**config.mk**
```make
export PLATFORM = sky130hd
export DESIGN_NAME = addressed_frame_builder_crc16
export DESIGN_NICKNAME = d
export VERILOG_FILES = /design/src/sv/afb_pkg.sv /design/src/sv/addressed_frame_builder_crc16.sv /design/src/sv/afb_queue.sv /design/src/sv/afb_front.sv /design/src/sv/afb_back.sv
export SDC_FILE = /design/constraint.sdc
export NUM_CORES = 1
export LEC_CHECK = 0
export BUFFER_PORTS_ARGS = -buffer_cell sky130_fd_sc_hd__buf_4
export CAP_MARGIN = 20
export CORE_MARGIN = 5
export CORE_UTILIZATION = 40
export CTS_BUF_LIST = sky130_fd_sc_hd__clkbuf_4 sky130_fd_sc_hd__clkbuf_8
export DETAILED_ROUTE_END_ITERATION = 10
export GPL_TIMING_DRIVEN = 1
export PLACE_DENSITY = 0.66
export SLEW_MARGIN = 20
export SYNTH_ARGS = -nofsm -noshare
export SYNTH_HDL_FRONTEND = slang
export SYNTH_SLANG_ARGS = --single-unit
```
**constraint.sdc**
```tcl
create_clock -name clock -period 4.5 [get_ports clock]
set_input_delay 0.225 -clock clock [delete_from_list [all_inputs] [get_ports clock]]
set_output_delay 0.225 -clock clock [all_outputs]
set_load 0.03 [all_outputs]
```
**src/sv/afb_pkg.sv**
```systemverilog
// afb_pkg: shared types, constants and the crc byte update for the frame builder
// used by afb_front, afb_queue, afb_back and addressed_frame_builder_crc16
// no dependencies
package afb_pkg;

   localparam int unsigned QueueDepth = 4;

   localparam logic [15:0] CRC_INIT = 16'hFFFF;
   localparam logic [15:0] CRC_POLY = 16'hA001;

   // one accepted payload item, classified by the front
   typedef struct packed {
      logic [7:0]  payload;
      logic        last;
      logic        first;
      logic [15:0] dest;
      logic [15:0] own;
   } afb_entry_type;

   // queue status seen by both sides
   typedef struct packed {
      logic full;
      logic empty;
   } afb_q_status_type;

   // reflected crc-16, one byte, lsb first
   function automatic logic [15:0] crc_feed(input logic [15:0] crc, input logic [7:0] b);
      logic [15:0] c;
      c = crc ^ {8'h00, b};
      for (int k = 0; k < 8; k++) begin
         if (c[0]) begin
            c = (c >> 1) ^ CRC_POLY;
         end else begin
            c = c >> 1;
         end
      end
      return c;
   endfunction

endpackage

```
**src/sv/addressed_frame_builder_crc16.sv**
```systemverilog
// addressed_frame_builder_crc16: top level, frames payload bytes with header and crc-16
// depends on afb_pkg, afb_front, afb_queue, afb_back
//
//  port group   dir   contents
//  req_*        in    payload_byte, dest_address in tdata; last_payload on tlast
//  rsp_*        out   out_byte in tdata; end_of_frame on tlast
//  csr_*        in    own_address write
//
// output runs at one byte per cycle unless the receiver or an empty queue stalls it;
// the back sequencer paces it: header bytes before a first item, crc after a last
// input is taken while the queue has room, also while a result waits
// reset clears the queue, the message tracking and own_address
// own_address is sampled as an item enters
module addressed_frame_builder_crc16 #(
   parameter int unsigned QueueDepth = afb_pkg::QueueDepth
) (
   input  logic        clock,
   input  logic        reset,
   input  logic        req_tvalid,
   output logic        req_tready,
   input  logic [23:0] req_tdata,   // [7:0] payload_byte, [23:8] dest_address
   input  logic        req_tlast,   // last_payload
   output logic        rsp_tvalid,
   input  logic        rsp_tready,
   output logic [7:0]  rsp_tdata,   // [7:0] out_byte
   output logic        rsp_tlast,   // end_of_frame
   input  logic        csr_wr_en,
   input  logic [15:0] csr_wr_data  // own_address
);
   import afb_pkg::*;

   afb_entry_type    push_entry, head_entry;
   afb_q_status_type q_status;
   logic             push, pop;

   // front: accept and classify
   afb_front u_front (
      .clock      (clock),
      .reset      (reset),
      .req_tvalid (req_tvalid),
      .req_tready (req_tready),
      .req_tdata  (req_tdata),
      .req_tlast  (req_tlast),
      .csr_wr_en  (csr_wr_en),
      .csr_wr_data(csr_wr_data),
      .q_status   (q_status),
      .push       (push),
      .push_entry (push_entry)
   );

   // queue between the two sides
   afb_queue #(
      .Depth(QueueDepth)
   ) u_queue (
      .clock      (clock),
      .reset      (reset),
      .push       (push),
      .push_entry (push_entry),
      .pop        (pop),
      .head_entry (head_entry),
      .status     (q_status)
   );

   // back: emit header, payload and crc bytes
   afb_back u_back (
      .clock      (clock),
      .reset      (reset),
      .head_entry (head_entry),
      .head_valid (!q_status.empty),
      .pop        (pop),
      .rsp_tvalid (rsp_tvalid),
      .rsp_tready (rsp_tready),
      .rsp_tdata  (rsp_tdata),
      .rsp_tlast  (rsp_tlast)
   );

endmodule

```
**src/sv/afb_queue.sv**
```systemverilog
// afb_queue: small register queue between front and back
// depends on afb_pkg for the entry and status types
module afb_queue #(
   parameter int unsigned Depth = 4
) (
   input  logic                      clock,
   input  logic                      reset,
   input  logic                      push,
   input  afb_pkg::afb_entry_type    push_entry,
   input  logic                      pop,
   output afb_pkg::afb_entry_type    head_entry,
   output afb_pkg::afb_q_status_type status
);
   import afb_pkg::*;

   localparam int unsigned PtrW = (Depth > 1) ? $clog2(Depth) : 1;
   localparam int unsigned CntW = $clog2(Depth + 1);
   localparam logic [PtrW-1:0] PtrLast = PtrW'(Depth - 1);
   localparam logic [CntW-1:0] CntFull = CntW'(Depth);

   afb_entry_type   mem_ff [Depth];
   logic [PtrW-1:0] wr_ptr_ff, wr_ptr_in;
   logic [PtrW-1:0] rd_ptr_ff, rd_ptr_in;
   logic [CntW-1:0] count_ff, count_in;

   // pointer and count update
   always_comb begin
      wr_ptr_in = wr_ptr_ff;
      rd_ptr_in = rd_ptr_ff;
      count_in  = count_ff;
      if (push) begin
         wr_ptr_in = (wr_ptr_ff == PtrLast) ? '0 : wr_ptr_ff + 1'b1;
      end
      if (pop) begin
         rd_ptr_in = (rd_ptr_ff == PtrLast) ? '0 : rd_ptr_ff + 1'b1;
      end
      if (push && !pop) begin
         count_in = count_ff + 1'b1;
      end else if (pop && !push) begin
         count_in = count_ff - 1'b1;
      end
   end

   always_ff @(posedge clock) begin
      if (reset) begin
         wr_ptr_ff <= '0;
         rd_ptr_ff <= '0;
         count_ff  <= '0;
      end else begin
         wr_ptr_ff <= wr_ptr_in;
         rd_ptr_ff <= rd_ptr_in;
         count_ff  <= count_in;
      end
   end

   // entry storage
   always_ff @(posedge clock) begin
      if (push) begin
         mem_ff[wr_ptr_ff] <= push_entry;
      end
   end

   assign head_entry   = mem_ff[rd_ptr_ff];
   assign status.full  = (count_ff == CntFull);
   assign status.empty = (count_ff == '0);

   // queue checks
   a_count_bound: assert property (@(posedge clock) disable iff (reset)
      count_ff <= CntFull)
      else $error("queue count above depth");
   a_no_pop_empty: assert property (@(posedge clock) disable iff (reset)
      pop |-> (count_ff != '0))
      else $error("pop from empty queue");
   a_push_grows: assert property (@(posedge clock) disable iff (reset)
      (push && !pop) |=> (count_ff == $past(count_ff) + 1'b1))
      else $error("push without pop did not grow the queue");

endmodule

```
**src/sv/afb_front.sv**
```systemverilog
// afb_front: accepts payload items, marks message starts, holds own address
// depends on afb_pkg for the entry and status types
module afb_front (
   input  logic                      clock,
   input  logic                      reset,
   input  logic                      req_tvalid,
   output logic                      req_tready,
   input  logic [23:0]               req_tdata,   // [7:0] payload_byte, [23:8] dest_address
   input  logic                      req_tlast,   // last_payload
   input  logic                      csr_wr_en,
   input  logic [15:0]               csr_wr_data, // own_address
   input  afb_pkg::afb_q_status_type q_status,
   output logic                      push,
   output afb_pkg::afb_entry_type    push_entry
);
   import afb_pkg::*;

   logic        inside_ff, inside_in;
   logic [15:0] own_address_ff;

   assign req_tready = !q_status.full;
   assign push       = req_tvalid && req_tready;

   // classify the item
   always_comb begin
      push_entry.payload = req_tdata[7:0];
      push_entry.last    = req_tlast;
      push_entry.first   = !inside_ff;
      push_entry.dest    = req_tdata[23:8];
      push_entry.own     = own_address_ff;
      inside_in          = push ? !req_tlast : inside_ff;
   end

   // message tracking and own address register
   always_ff @(posedge clock) begin
      if (reset) begin
         inside_ff      <= 1'b0;
         own_address_ff <= '0;
      end else begin
         inside_ff <= inside_in;
         if (csr_wr_en) begin
            own_address_ff <= csr_wr_data;
         end
      end
   end

endmodule

```
**src/sv/afb_back.sv**
```systemverilog
// afb_back: byte sequencer with crc and output register
// depends on afb_pkg for the entry type and crc_feed
module afb_back (
   input  logic                   clock,
   input  logic                   reset,
   input  afb_pkg::afb_entry_type head_entry,
   input  logic                   head_valid,
   output logic                   pop,
   output logic                   rsp_tvalid,
   input  logic                   rsp_tready,
   output logic [7:0]             rsp_tdata,  // [7:0] out_byte
   output logic                   rsp_tlast   // end_of_frame
);
   import afb_pkg::*;

   localparam logic [2:0] PH_DST_HI  = 3'd0;
   localparam logic [2:0] PH_DST_LO  = 3'd1;
   localparam logic [2:0] PH_OWN_HI  = 3'd2;
   localparam logic [2:0] PH_OWN_LO  = 3'd3;
   localparam logic [2:0] PH_PAYLOAD = 3'd4;
   localparam logic [2:0] PH_CRC_HI  = 3'd5;
   localparam logic [2:0] PH_CRC_LO  = 3'd6;

   logic [2:0]  phase_ff, phase_in;
   logic        started_ff, started_in;
   logic [15:0] crc_ff, crc_in;
   logic        valid_ff, valid_in;
   logic [7:0]  data_ff, data_in;
   logic        eof_ff, eof_in;

   logic [2:0]  cur_phase;
   logic        slot_free, emit, done;
   logic [7:0]  byte_sel;
   logic [15:0] crc_base;

   // pick the byte for the current phase and update the crc
   always_comb begin
      cur_phase = started_ff ? phase_ff : (head_entry.first ? PH_DST_HI : PH_PAYLOAD);
      slot_free = !valid_ff || rsp_tready;
      emit      = head_valid && slot_free;
      case (cur_phase)
         PH_DST_HI:  byte_sel = head_entry.dest[15:8];
         PH_DST_LO:  byte_sel = head_entry.dest[7:0];
         PH_OWN_HI:  byte_sel = head_entry.own[15:8];
         PH_OWN_LO:  byte_sel = head_entry.own[7:0];
         PH_PAYLOAD: byte_sel = head_entry.payload;
         PH_CRC_HI:  byte_sel = crc_ff[15:8];
         PH_CRC_LO:  byte_sel = crc_ff[7:0];
         default:    byte_sel = head_entry.payload;
      endcase
      crc_base = (cur_phase == PH_DST_HI) ? CRC_INIT : crc_ff;
      done     = ((cur_phase == PH_PAYLOAD) && !head_entry.last) || (cur_phase == PH_CRC_LO);
      pop      = emit && done;

      phase_in   = phase_ff;
      started_in = started_ff;
      crc_in     = crc_ff;
      data_in    = data_ff;
      eof_in     = eof_ff;
      valid_in   = rsp_tready ? 1'b0 : valid_ff;
      if (emit) begin
         phase_in   = cur_phase + 1'b1;
         started_in = !done;
         data_in    = byte_sel;
         eof_in     = (cur_phase == PH_CRC_LO);
         valid_in   = 1'b1;
         if (cur_phase <= PH_PAYLOAD) begin
            crc_in = crc_feed(crc_base, byte_sel);
         end
      end
   end

   // control state
   always_ff @(posedge clock) begin
      if (reset) begin
         phase_ff   <= PH_DST_HI;
         started_ff <= 1'b0;
         valid_ff   <= 1'b0;
      end else begin
         phase_ff   <= phase_in;
         started_ff <= started_in;
         valid_ff   <= valid_in;
      end
   end

   // crc and output payload
   always_ff @(posedge clock) begin
      crc_ff  <= crc_in;
      data_ff <= data_in;
      eof_ff  <= eof_in;
   end

   assign rsp_tvalid = valid_ff;
   assign rsp_tdata  = data_ff;
   assign rsp_tlast  = eof_ff;

   // sequencer checks
   a_pop_at_end: assert property (@(posedge clock) disable iff (reset)
      pop |=> !started_ff)
      else $error("sequencer still busy after pop");
   a_eof_from_crc_lo: assert property (@(posedge clock) disable iff (reset)
      (emit && cur_phase == PH_CRC_LO) |=> (rsp_tvalid && rsp_tlast))
      else $error("frame end not flagged on crc low byte");
   a_phase_range: assert property (@(posedge clock) disable iff (reset)
      started_ff |-> (phase_ff != 3'd7))
      else $error("sequencer phase out of range");

endmodule

```
==> results.md, run 1 <==
- Status: finished clean
- Max-slew headroom: 0.5310
- Final setup viols: 0
- Setup CP Type: register to register
- CP top delay family: XOR/XNOR gates
- Area growth from synthesis to layout: 20.41%
- Post_cts resized: 0
- Largest net degree at the start of global routing: 43
- Final hold slack: between 100 and 150 ps
- Post-synth net total: just under 600
- Die width: roughly 160 um
- Antenna diodes: 0
- Hold path endpoint: u_front.own_address_ff[10]
- Row cnt: 55
- RSZ-0062 raised after global routing: no
- Worst Hold Depth: 2
- Max-slew violation count: 0
- Starting Density: 0.4050
- Number of CTS-inserted buffers: 38
- WL final: approximately 19000 um
- Worst-skew pair later-pin latency: roughly 520 ps
- Root buffer cell: clkbuf_8
- M3 GR Usage: 0.02883
- FF+latch count, synth: 224
- Top Ports: between 50 and 60
- Crit path largest cell delay: around 550 ps
- Drt drc: 0
- Sequential area share after synthesis: 0.7018
- Hold-fix buffers, CTS: 42
- Drt first pass iters: 5
- Netlist cell types: between 50 and 60
- Share of cells above drive strength 1: 0.2643
- Master of the slowest instance on the critical path: dfxtp_1
- Most Used Layer, Global Route: met2
- GRT Residual Overflow: 0
- Port Buf Inserts: 56
- Most common cell after layout, fill and taps aside: edfxtp_1
- MaxCap Viol Count: 0
- Deepest clock path buffer count: 3
- Setup Skew: between 20 and 30 ps
- TritonCTS clock tree: yes
- DR iter-0 viols: between 400 and 500
- Mapped Avg Cell Area: around 17 um2
- VDD IR max: between 400 and 500 uV
- Routed via count: between 5k and 6k
- H-tree level count: 2
- Startpoint of the worst register-to-register path: u_back.started_ff
- Post-DR vias/cell: 5.241
- Leak pwr: about 3.8 nW
- Clock slew at reported path FFs: roughly 70 ps
- Hold Crit Start: reset
- GR Layer Usage met2: 0.2446
- Post-synth EDFFs: 193
- Detailed Place HPWL: approximately 12000 um
- Clock Sinks: about 220
- Met1 global-route usage: 0.1962
- Fin. Hold Viols: 0
- R2R Path End: u_back.crc_ff[15]
- CP Launch Type: register
- Cell Chain, Critical Path: and2_1 > ha_1 > nor2_1 > a32oi_1 > nand2_1 > a211o_1 > o31a_1 > xnor2_2 > xnor2_1 > xnor3_2 > xor2_1
- Synth Warn #: 0
- Max frequency: between 200 and 250 MHz
- Fin Setup TNS: 0 ps
- Overall Global Routing Usage: 0.1467
- Critical Path RT: 4750 ps
- Vias in the first global route: ~5.3k
- CP arrival: ~4300 ps
- Primary FF master, synth: edfxtp_1
- Fin crit share: 0.9031
- DIE AREA: about 0.026 mm2
- Worst R2R Setup Slack: 440 ps
- R2r worst-path depth: 11
- Antenna viol nets, final: 0
- Core area: 0.02257 mm2
- Fin crit period: 4064 ps
- First-pass GRT wire length: between 20000 and 30000 um
- Final nets: slightly above 700
- Setup Buffers After CTS: 0
- Post-synth ARST share: 0
- CP bufs+invs: 0
- Endpoint class of the critical path: register
- Syn Inst Count: between 500 and 600
- Tightest Pin Transition: 703.5 ps
- Cell area power density: between 600 and 700 mW/mm2
- Cell Area, Synth: between 0.009 and 0.01 mm2
- Die Y: around 160 um
- Min-Delay Path Class: input port to register
- Initial antenna violation count: 0
- Worst-path fanout max: 15
- Commonest cells after routing, fill and taps aside: edfxtp_1, buf_4, nor2_1
- GP Congestion: 0.9159
- Routed length per instance: a little under 20 um
## synthesized netlist by cell type (all sizes together), types with 11 or more instances
| master | n | area share |
|---|---|---|
| edfxtp | 193 | 0.63 |
| nor2 | 48 | 0.020 |
| mux4 | 41 | 0.11 |
| dfxtp | 31 | 0.068 |
| xnor2 | 22 | 0.022 |
| mux2i | 19 | 0.021 |
| buf | 16 | 0.013 |
| a21oi | 15 | 0.0086 |
| nand2 | 15 | 0.0062 |
| inv | 11 | 0.0045 |
| nand3 | 11 | 0.0060 |
## state kept, by name, summed over array words and instances (netlist names), named ones only
| name | count |
|---|---|
| u_front.inside_ff | 1 |
| u_back.phase_ff | 3 |
| u_back.rsp_tlast | 1 |
| u_back.started_ff | 1 |
| u_queue.count_ff | 3 |
| u_back.crc_ff | 16 |
| u_queue.rd_ptr_ff | 2 |
| u_front.own_address_ff | 16 |
| u_queue.wr_ptr_ff | 2 |
| u_back.rsp_tdata | 8 |
| u_queue.mem_ff | 168 |
| u_back.rsp_tvalid | 1 |
## metal layers
metal  vias to the layer above  part of all wire
met1                      2542              0.43
li1                       2327                 -
met3                        26             0.063
met2                       168              0.49
met4                         0             0.017
met5                         -                 0
## worst max-delay path by stage
stage                        end  depth (start not counted)         startpoint  slack [ps]
2_1_floorplan  u_back.crc_ff[15]                         14           register        1160
3_3_place_gp   u_back.crc_ff[15]                         11  u_back.started_ff         710
3_5_place_dp   u_back.crc_ff[15]                         11  u_back.started_ff         480
4_1_cts        u_back.crc_ff[15]                         11  u_back.started_ff         470
5_1_grt        u_back.crc_ff[15]                         11  u_back.started_ff          90
6_report       u_back.crc_ff[15]                         11  u_back.started_ff         440
## power breakdown
group          switching, mW  internal (mW)
Sequential             0.190           2.82
Clock                  0.773          0.950
Combinational           1.28           1.09
Total                   2.24           4.86
## area by class of cell
type	instances	area, um2
Clock inverter	17	108.9
Clock buffer	49	611.8
Inverter	11	41.29
Fill cell	1868	11560
Multi-Input combinational cell	270	2540
Sequential cell	224	6419
Timing Repair Buffer	110	930.9
Tap cell	285	356.6
## through the flow
| stage | area (um2) | worst slack (ps) | utilization | total power, mW | cells |
|---|---|---|---|---|---|
| floorplan | 9143 | 1162 | - | 4.789 | 531 |
| global placement | 9863 | 710.7 | 0.4370 | 5.327 | 858 |
| detailed placement | 9867 | 477.5 | 0.4371 | 5.440 | 858 |
| CTS | 11010 | 469.3 | 0.4877 | 7.190 | 966 |
| global route | 11010 | 93.87 | 0.4877 | 7.498 | 966 |
| finish | 11010 | 435.9 | 0.4877 | 7.108 | 966 |
## logic make-up (layout without fill, tap and decap cells)
kind of cell / Yosys count / after routing / share of synthesized area
AOI/OAI and AO/OA: 60 / 60 / 0.04831
xor gates and xnor gates: 30 / 30 / 0.03120
adders and majority gates: 10 / 10 / 0.01451
buffers and inverters: 37 / 187 / 0.02190
DFF: 224 / 224 / 0.7018
muxes: 62 / 62 / 0.1284
and+or+nand+nor: 108 / 108 / 0.05392
Note: power is estimated with default switching activity, not from simulation.
==> run 2, diff against run 1 <==
--- a/config.mk
+++ b/config.mk
@@ -9,7 +9,6 @@
 export CAP_MARGIN = 20
 export CORE_MARGIN = 5
 export CORE_UTILIZATION = 40
-export CTS_BUF_LIST = sky130_fd_sc_hd__clkbuf_4 sky130_fd_sc_hd__clkbuf_8
 export DETAILED_ROUTE_END_ITERATION = 10
 export GPL_TIMING_DRIVEN = 1
 export PLACE_DENSITY = 0.66
==> results.md, run 2 (synthesis results as in run 1) <==
- Final core occ: 0.4931
- Routed length per instance: ~19 um
- Clock slew at reported path FFs: about 70 ps
- Critical Path RT: roughly 4800 ps
- Crit path largest cell delay: 560 ps
- Master of the slowest instance on the critical path: ha_1
- GP Congestion: 0.9159
- Leak pwr: slightly below 4 nW
- Final setup viols: 0
- Setup Skew: around 27 ps
- Die width: ~160 um
- Routed via count: between 4k and 5k
- Die Y: approximately 160 um
- Final Non-Filler Cells: between 900 and 1k
- Share of cells above drive strength 1: 0.2458
- Cell Chain, Critical Path: and2_1 > ha_1 > nor2_1 > a32oi_1 > nand2_1 > a211o_1 > o31a_1 > xnor2_2 > xnor2_1 > xnor3_2 > xor2_1
- Fin Setup TNS: 0 ps
- Final hold slack: approximately 110 ps
- Min-Delay Path Class: input port to register
- Setup Buffers After CTS: 0
- Placed Instances: between 800 and 900
- VDD IR max: around 460 uV
- Setup CP Type: register to register
- Overall Global Routing Usage: 0.1421
- Largest register FFs: ~170
- Port Buf Inserts: 56
- GRT Residual Overflow: 0
- RSZ-0062 raised after global routing: no
- Most Used Layer, Global Route: met2
- MaxCap Viol Count: 0
- Initial antenna violation count: 0
- Clock power share: 0.273
- Detailed Place HPWL: ~12000 um
- Post-DR vias/cell: approximately 5.3
- P_sw: about 2.3 mW
- Antenna diodes: 0
- Worst-skew pair later-pin latency: about 530 ps
- Drt drc: 0
- Row cnt: 55
- Vias in the first global route: roughly 5.2k
- TritonCTS clock tree: yes
- Tightest Pin Transition: 695.8 ps
- CP Launch Type: register
- Starting Density: 0.4050
- Biggest regs: u_queue.mem_ff (168), u_back.crc_ff (16), u_front.own_address_ff (16)
- Worst-path fanout max: 15
- Register ranked first by flip-flop count: u_queue.mem_ff
- First-pass GRT wire length: 29050 um
- Clock Sinks: 224
- GR Layer Usage met2: 0.2391
- Seq pwr share: 0.407
- Top Ports: 57
- Root buffer cell: clkbuf_16
- Core area: about 0.023 mm2
- Max frequency: roughly 240 MHz
- H-tree level count: 1
- Endpoint class of the critical path: register
- Max-slew violation count: 0
- Final nets: roughly 700
- DR iter-0 viols: 388
- Drt first pass iters: 5
- Fin. Hold Viols: 0
- Int Power: ~5 mW
- Deepest clock path buffer count: 3
- CP arrival: 4340 ps
- Largest net degree at the start of global routing: 43
- Commonest cells after routing, fill and taps aside: edfxtp_1, buf_4, nor2_1
- DIE AREA: between 0.02 and 0.03 mm2
- Max-slew headroom: 0.5361
- Antenna viol nets, final: 0
- Fin crit period: slightly above 4000 ps
- Fin crit share: 0.9088
- Most common cell after layout, fill and taps aside: edfxtp_1
- Status: finished clean
- Met1 global-route usage: 0.1970
- WL final: approximately 18000 um
- Fill cells: ~1.8k
- M3 GR Usage: 0.02348
- Switch share: 0.3046
- Area growth from synthesis to layout: 21.73%
- Cell area power density: 664.8 mW/mm2
- Number of CTS-inserted buffers: 24
- Logic pwr share: 0.320
-- run 2: worst max-delay path: cells and delay by family (launching register included) --
| kind | cells | cell delay (ps) |
|---|---|---|
| AOI/OAI and AO/OA | 3 | 960 |
| xor gates and xnor gates | 4 | 1060 |
| adders and majority gates | 1 | 560 |
| DFF | 1 | 550 |
| and+or+nand+nor | 3 | 690 |
-- run 2: through the flow --
stage / setup WS, ps / power (mW) / cell area [um2]
floorplan: 1162 / 4.789 / 9143
global placement: 710.7 / 5.327 / 9863
CTS: 467.4 / 7.454 / 11130
finish: 410.4 / 7.399 / 11130
global route: 96.75 / 7.760 / 11130
detailed placement: 477.5 / 5.440 / 9867
-- run 2: worst paths after layout --
path | from | endpoint | slack [ps] | cells past startpoint
setup / recovery | u_back.started_ff | u_back.crc_ff[15] | 410 | 11
hold / removal | reset | u_front.own_address_ff[15] | 110 | 2
setup reg to reg | u_back.started_ff | u_back.crc_ff[15] | 410 | 11
hold reg to reg | u_back.rsp_tvalid | u_back.rsp_tvalid | 470 | 2
-- run 2: timing repair --
item | 4_1_cts | 5_1_grt
endpoints found under the hold margin | 118 | 0
hold buffers | 42 | 0
gates resized for setup | 0 | 0
-- run 2: final cells by class --
class,instances,area (um2),share of cell area
Multi-Input combinational cell,270,2540,0.2282
Timing Repair Buffer,110,930.9,0.08364
Clock buffer,32,670.6,0.06026
Inverter,11,41.29,0.003710
Clock inverter,12,171.4,0.01540
Sequential cell,224,6419,0.5767
Tap cell,285,356.6,0.03204
-- run 2: power by group through the flow --
stage	Sequential (mW)	Combinational (mW)	Clock, mW
2_1_floorplan	3.07	1.72	0
3_5_place_dp	3.05	2.39	0
6_report	3.01	2.37	2.02
3_3_place_gp	3.03	2.30	0
4_1_cts	3.01	2.39	2.05
5_1_grt	3.04	2.57	2.15
-- run 2: per-layer routing --
metal	wire, um	up-vias
met5	0	-
met4	295	0
met3	1016	27
met2	9074	148
met1	7973	2509
li1	-	2296
==> run 3, diff against run 2 <==
--- a/config.mk
+++ b/config.mk
@@ -7,6 +7,7 @@
 export LEC_CHECK = 0
 export BUFFER_PORTS_ARGS = -buffer_cell sky130_fd_sc_hd__buf_4
 export CAP_MARGIN = 20
+export CORE_ASPECT_RATIO = 1.5
 export CORE_MARGIN = 5
 export CORE_UTILIZATION = 40
 export DETAILED_ROUTE_END_ITERATION = 10
==> results.md, run 3 (synthesis results as in run 1) <==
- Worst Hold Depth: 4
- Master of the slowest instance on the critical path: ha_1
- H-tree level count: 1
- Crit path depth: 11
- Critical Path RT: 4740 ps
- Top Ports: 57
- GP Congestion: a little under 0.9
- Tightest Pin Transition: approximately 740 ps
- Root buffer cell: clkbuf_16
- Commonest cells after routing, fill and taps aside: edfxtp_1, buf_4, nor2_1
- MaxCap Viol Count: 0
- Cell area power density: between 600 and 700 mW/mm2
- R2r worst-path depth: 11
- Fin. Hold Viols: 0
- Total power: ~7.3 mW
- Detailed Place HPWL: between 10000 and 15000 um
- Max-slew headroom: 0.5094
- Setup Buffers After CTS: 0
- Clock slew at reported path FFs: ~70 ps
- Port Buf Inserts: 56
- Area growth from synthesis to layout: 20.42%
- Clock Sinks: 224
- Die Y: 195.2 um
- First-pass GRT wire length: approximately 29000 um
- Share of cells above drive strength 1: 0.2377
- Antenna viol nets, final: 0
- Worst-path fanout max: 19
- CP Launch Type: register
- Antenna diodes: 0
- Register ranked first by flip-flop count: u_queue.mem_ff
- Row cnt: between 60 and 70
- Number of CTS-inserted buffers: 21
- Max-slew violation count: 0
- Deepest clock path buffer count: 3
- Fin crit period: 4217 ps
- Endpoint class of the critical path: register
- Worst-skew pair later-pin latency: approximately 500 ps
- Biggest regs: u_queue.mem_ff (168), u_back.crc_ff (16), u_front.own_address_ff (16)
- CP arrival: between 4000 and 5000 ps
- Leak pwr: 3.796 nW
- Most common cell after layout, fill and taps aside: edfxtp_1
- Initial antenna violation count: 0
- Vias in the first global route: approximately 5.2k
- CP bufs+invs: 0
- RSZ-0062 raised after global routing: no
- Fin crit share: 0.9371
- DIE AREA: approximately 0.026 mm2
- Crit path largest cell delay: roughly 650 ps
- Die width: 133.4 um
- Post-DR vias/cell: between 5 and 6
- Largest net degree at the start of global routing: 43
- Overall Global Routing Usage: 0.1410
- Status: finished clean
- Routed length per instance: a little under 20 um
- GRT Residual Overflow: 0
- Final setup viols: 0
- Final hold slack: around 30 ps
- Max frequency: 237.1 MHz
- Largest register FFs: around 170
- Min-Delay Path Class: input port to register
- Starting Density: 0.4069
- Drt first pass iters: 4
- TritonCTS clock tree: yes
- Setup CP Type: register to register
- WL final: 18320 um
- Fin Setup TNS: 0 ps
- Drt drc: 0
- Cell Chain, Critical Path: and2_1 > ha_1 > nor2_1 > a32oi_1 > nand2_1 > a211o_1 > o31a_1 > xnor2_2 > xnor2_1 > xnor3_2 > xor2_1
- Core area: 0.02247 mm2
- DR iter-0 viols: between 200 and 250
- CP top delay family: XOR/XNOR gates
- Routed via count: between 4k and 5k
- Setup Skew: 23.58 ps
- Final nets: just under 700
- VDD IR max: 523.8 uV
run 3: cell count changes in the layout (fill, tap and decap cells not counted), moves of 2 or more:
cell and delta:
and3_2 -3, and3_4 +3, buf_4 -4, clkbuf_16 -2
run 3: final timing paths:
path / slack (ps) / startpoint / end
worst min register to register: 490 / u_back.rsp_tvalid / u_back.rsp_tvalid
worst min-delay path: 30 / rsp_tready / u_back.rsp_tvalid
worst max-delay path: 280 / u_back.started_ff / u_back.crc_ff[15]
worst max register to register: 280 / u_back.started_ff / u_back.crc_ff[15]
run 3: worst min-delay path: cells and delay by family:
family | cells | cell delay [ps]
simple gates | 1 | 60
compound gates | 1 | 60
buf+inv | 2 | 120
run 3: stage by stage:
step           instance area (um2)    util  instances  setup WS, ps
2_1_floorplan                 9143       -        531          1162
3_3_place_gp                  9822  0.4372        845         610.6
3_5_place_dp                  9837  0.4378        845         376.1
4_1_cts                      11010  0.4900        924         342.6
5_1_grt                      11010  0.4900        924         60.23
6_report                     11010  0.4900        924         282.9
run 3: repair_timing:
action	CTS	global route
gates resized for setup	0	0
hold endpoints to repair	117	0
hold buffers	41	0
run 3: report_power, final:
part / total, mW / switching, mW / internal, mW
combinational: 2.41 / 1.32 / 1.09
clock: 1.90 / 0.722 / 1.18
sequential: 3.00 / 0.175 / 2.82
run 3: per-layer routing:
layer	wire, um	vias up	share of wire	global-route usage
met4	634	0	0.035	0.05642
met1	7085	2516	0.39	0.1652
li1	-	2278	-	-
met5	0	-	0	0
met3	716	42	0.039	0.01725
met2	9886	121	0.54	0.2607
run 3: area by class of cell:
type                       instances  area [um2]
fill                            1880       11460
sequential                       224        6419
clock inverter                    10       158.9
inverter                          11       41.29
timing repair buffer             105       890.9
tap                              276       345.3
clock buffer                      28       603.1
multi-input combinational        270        2551
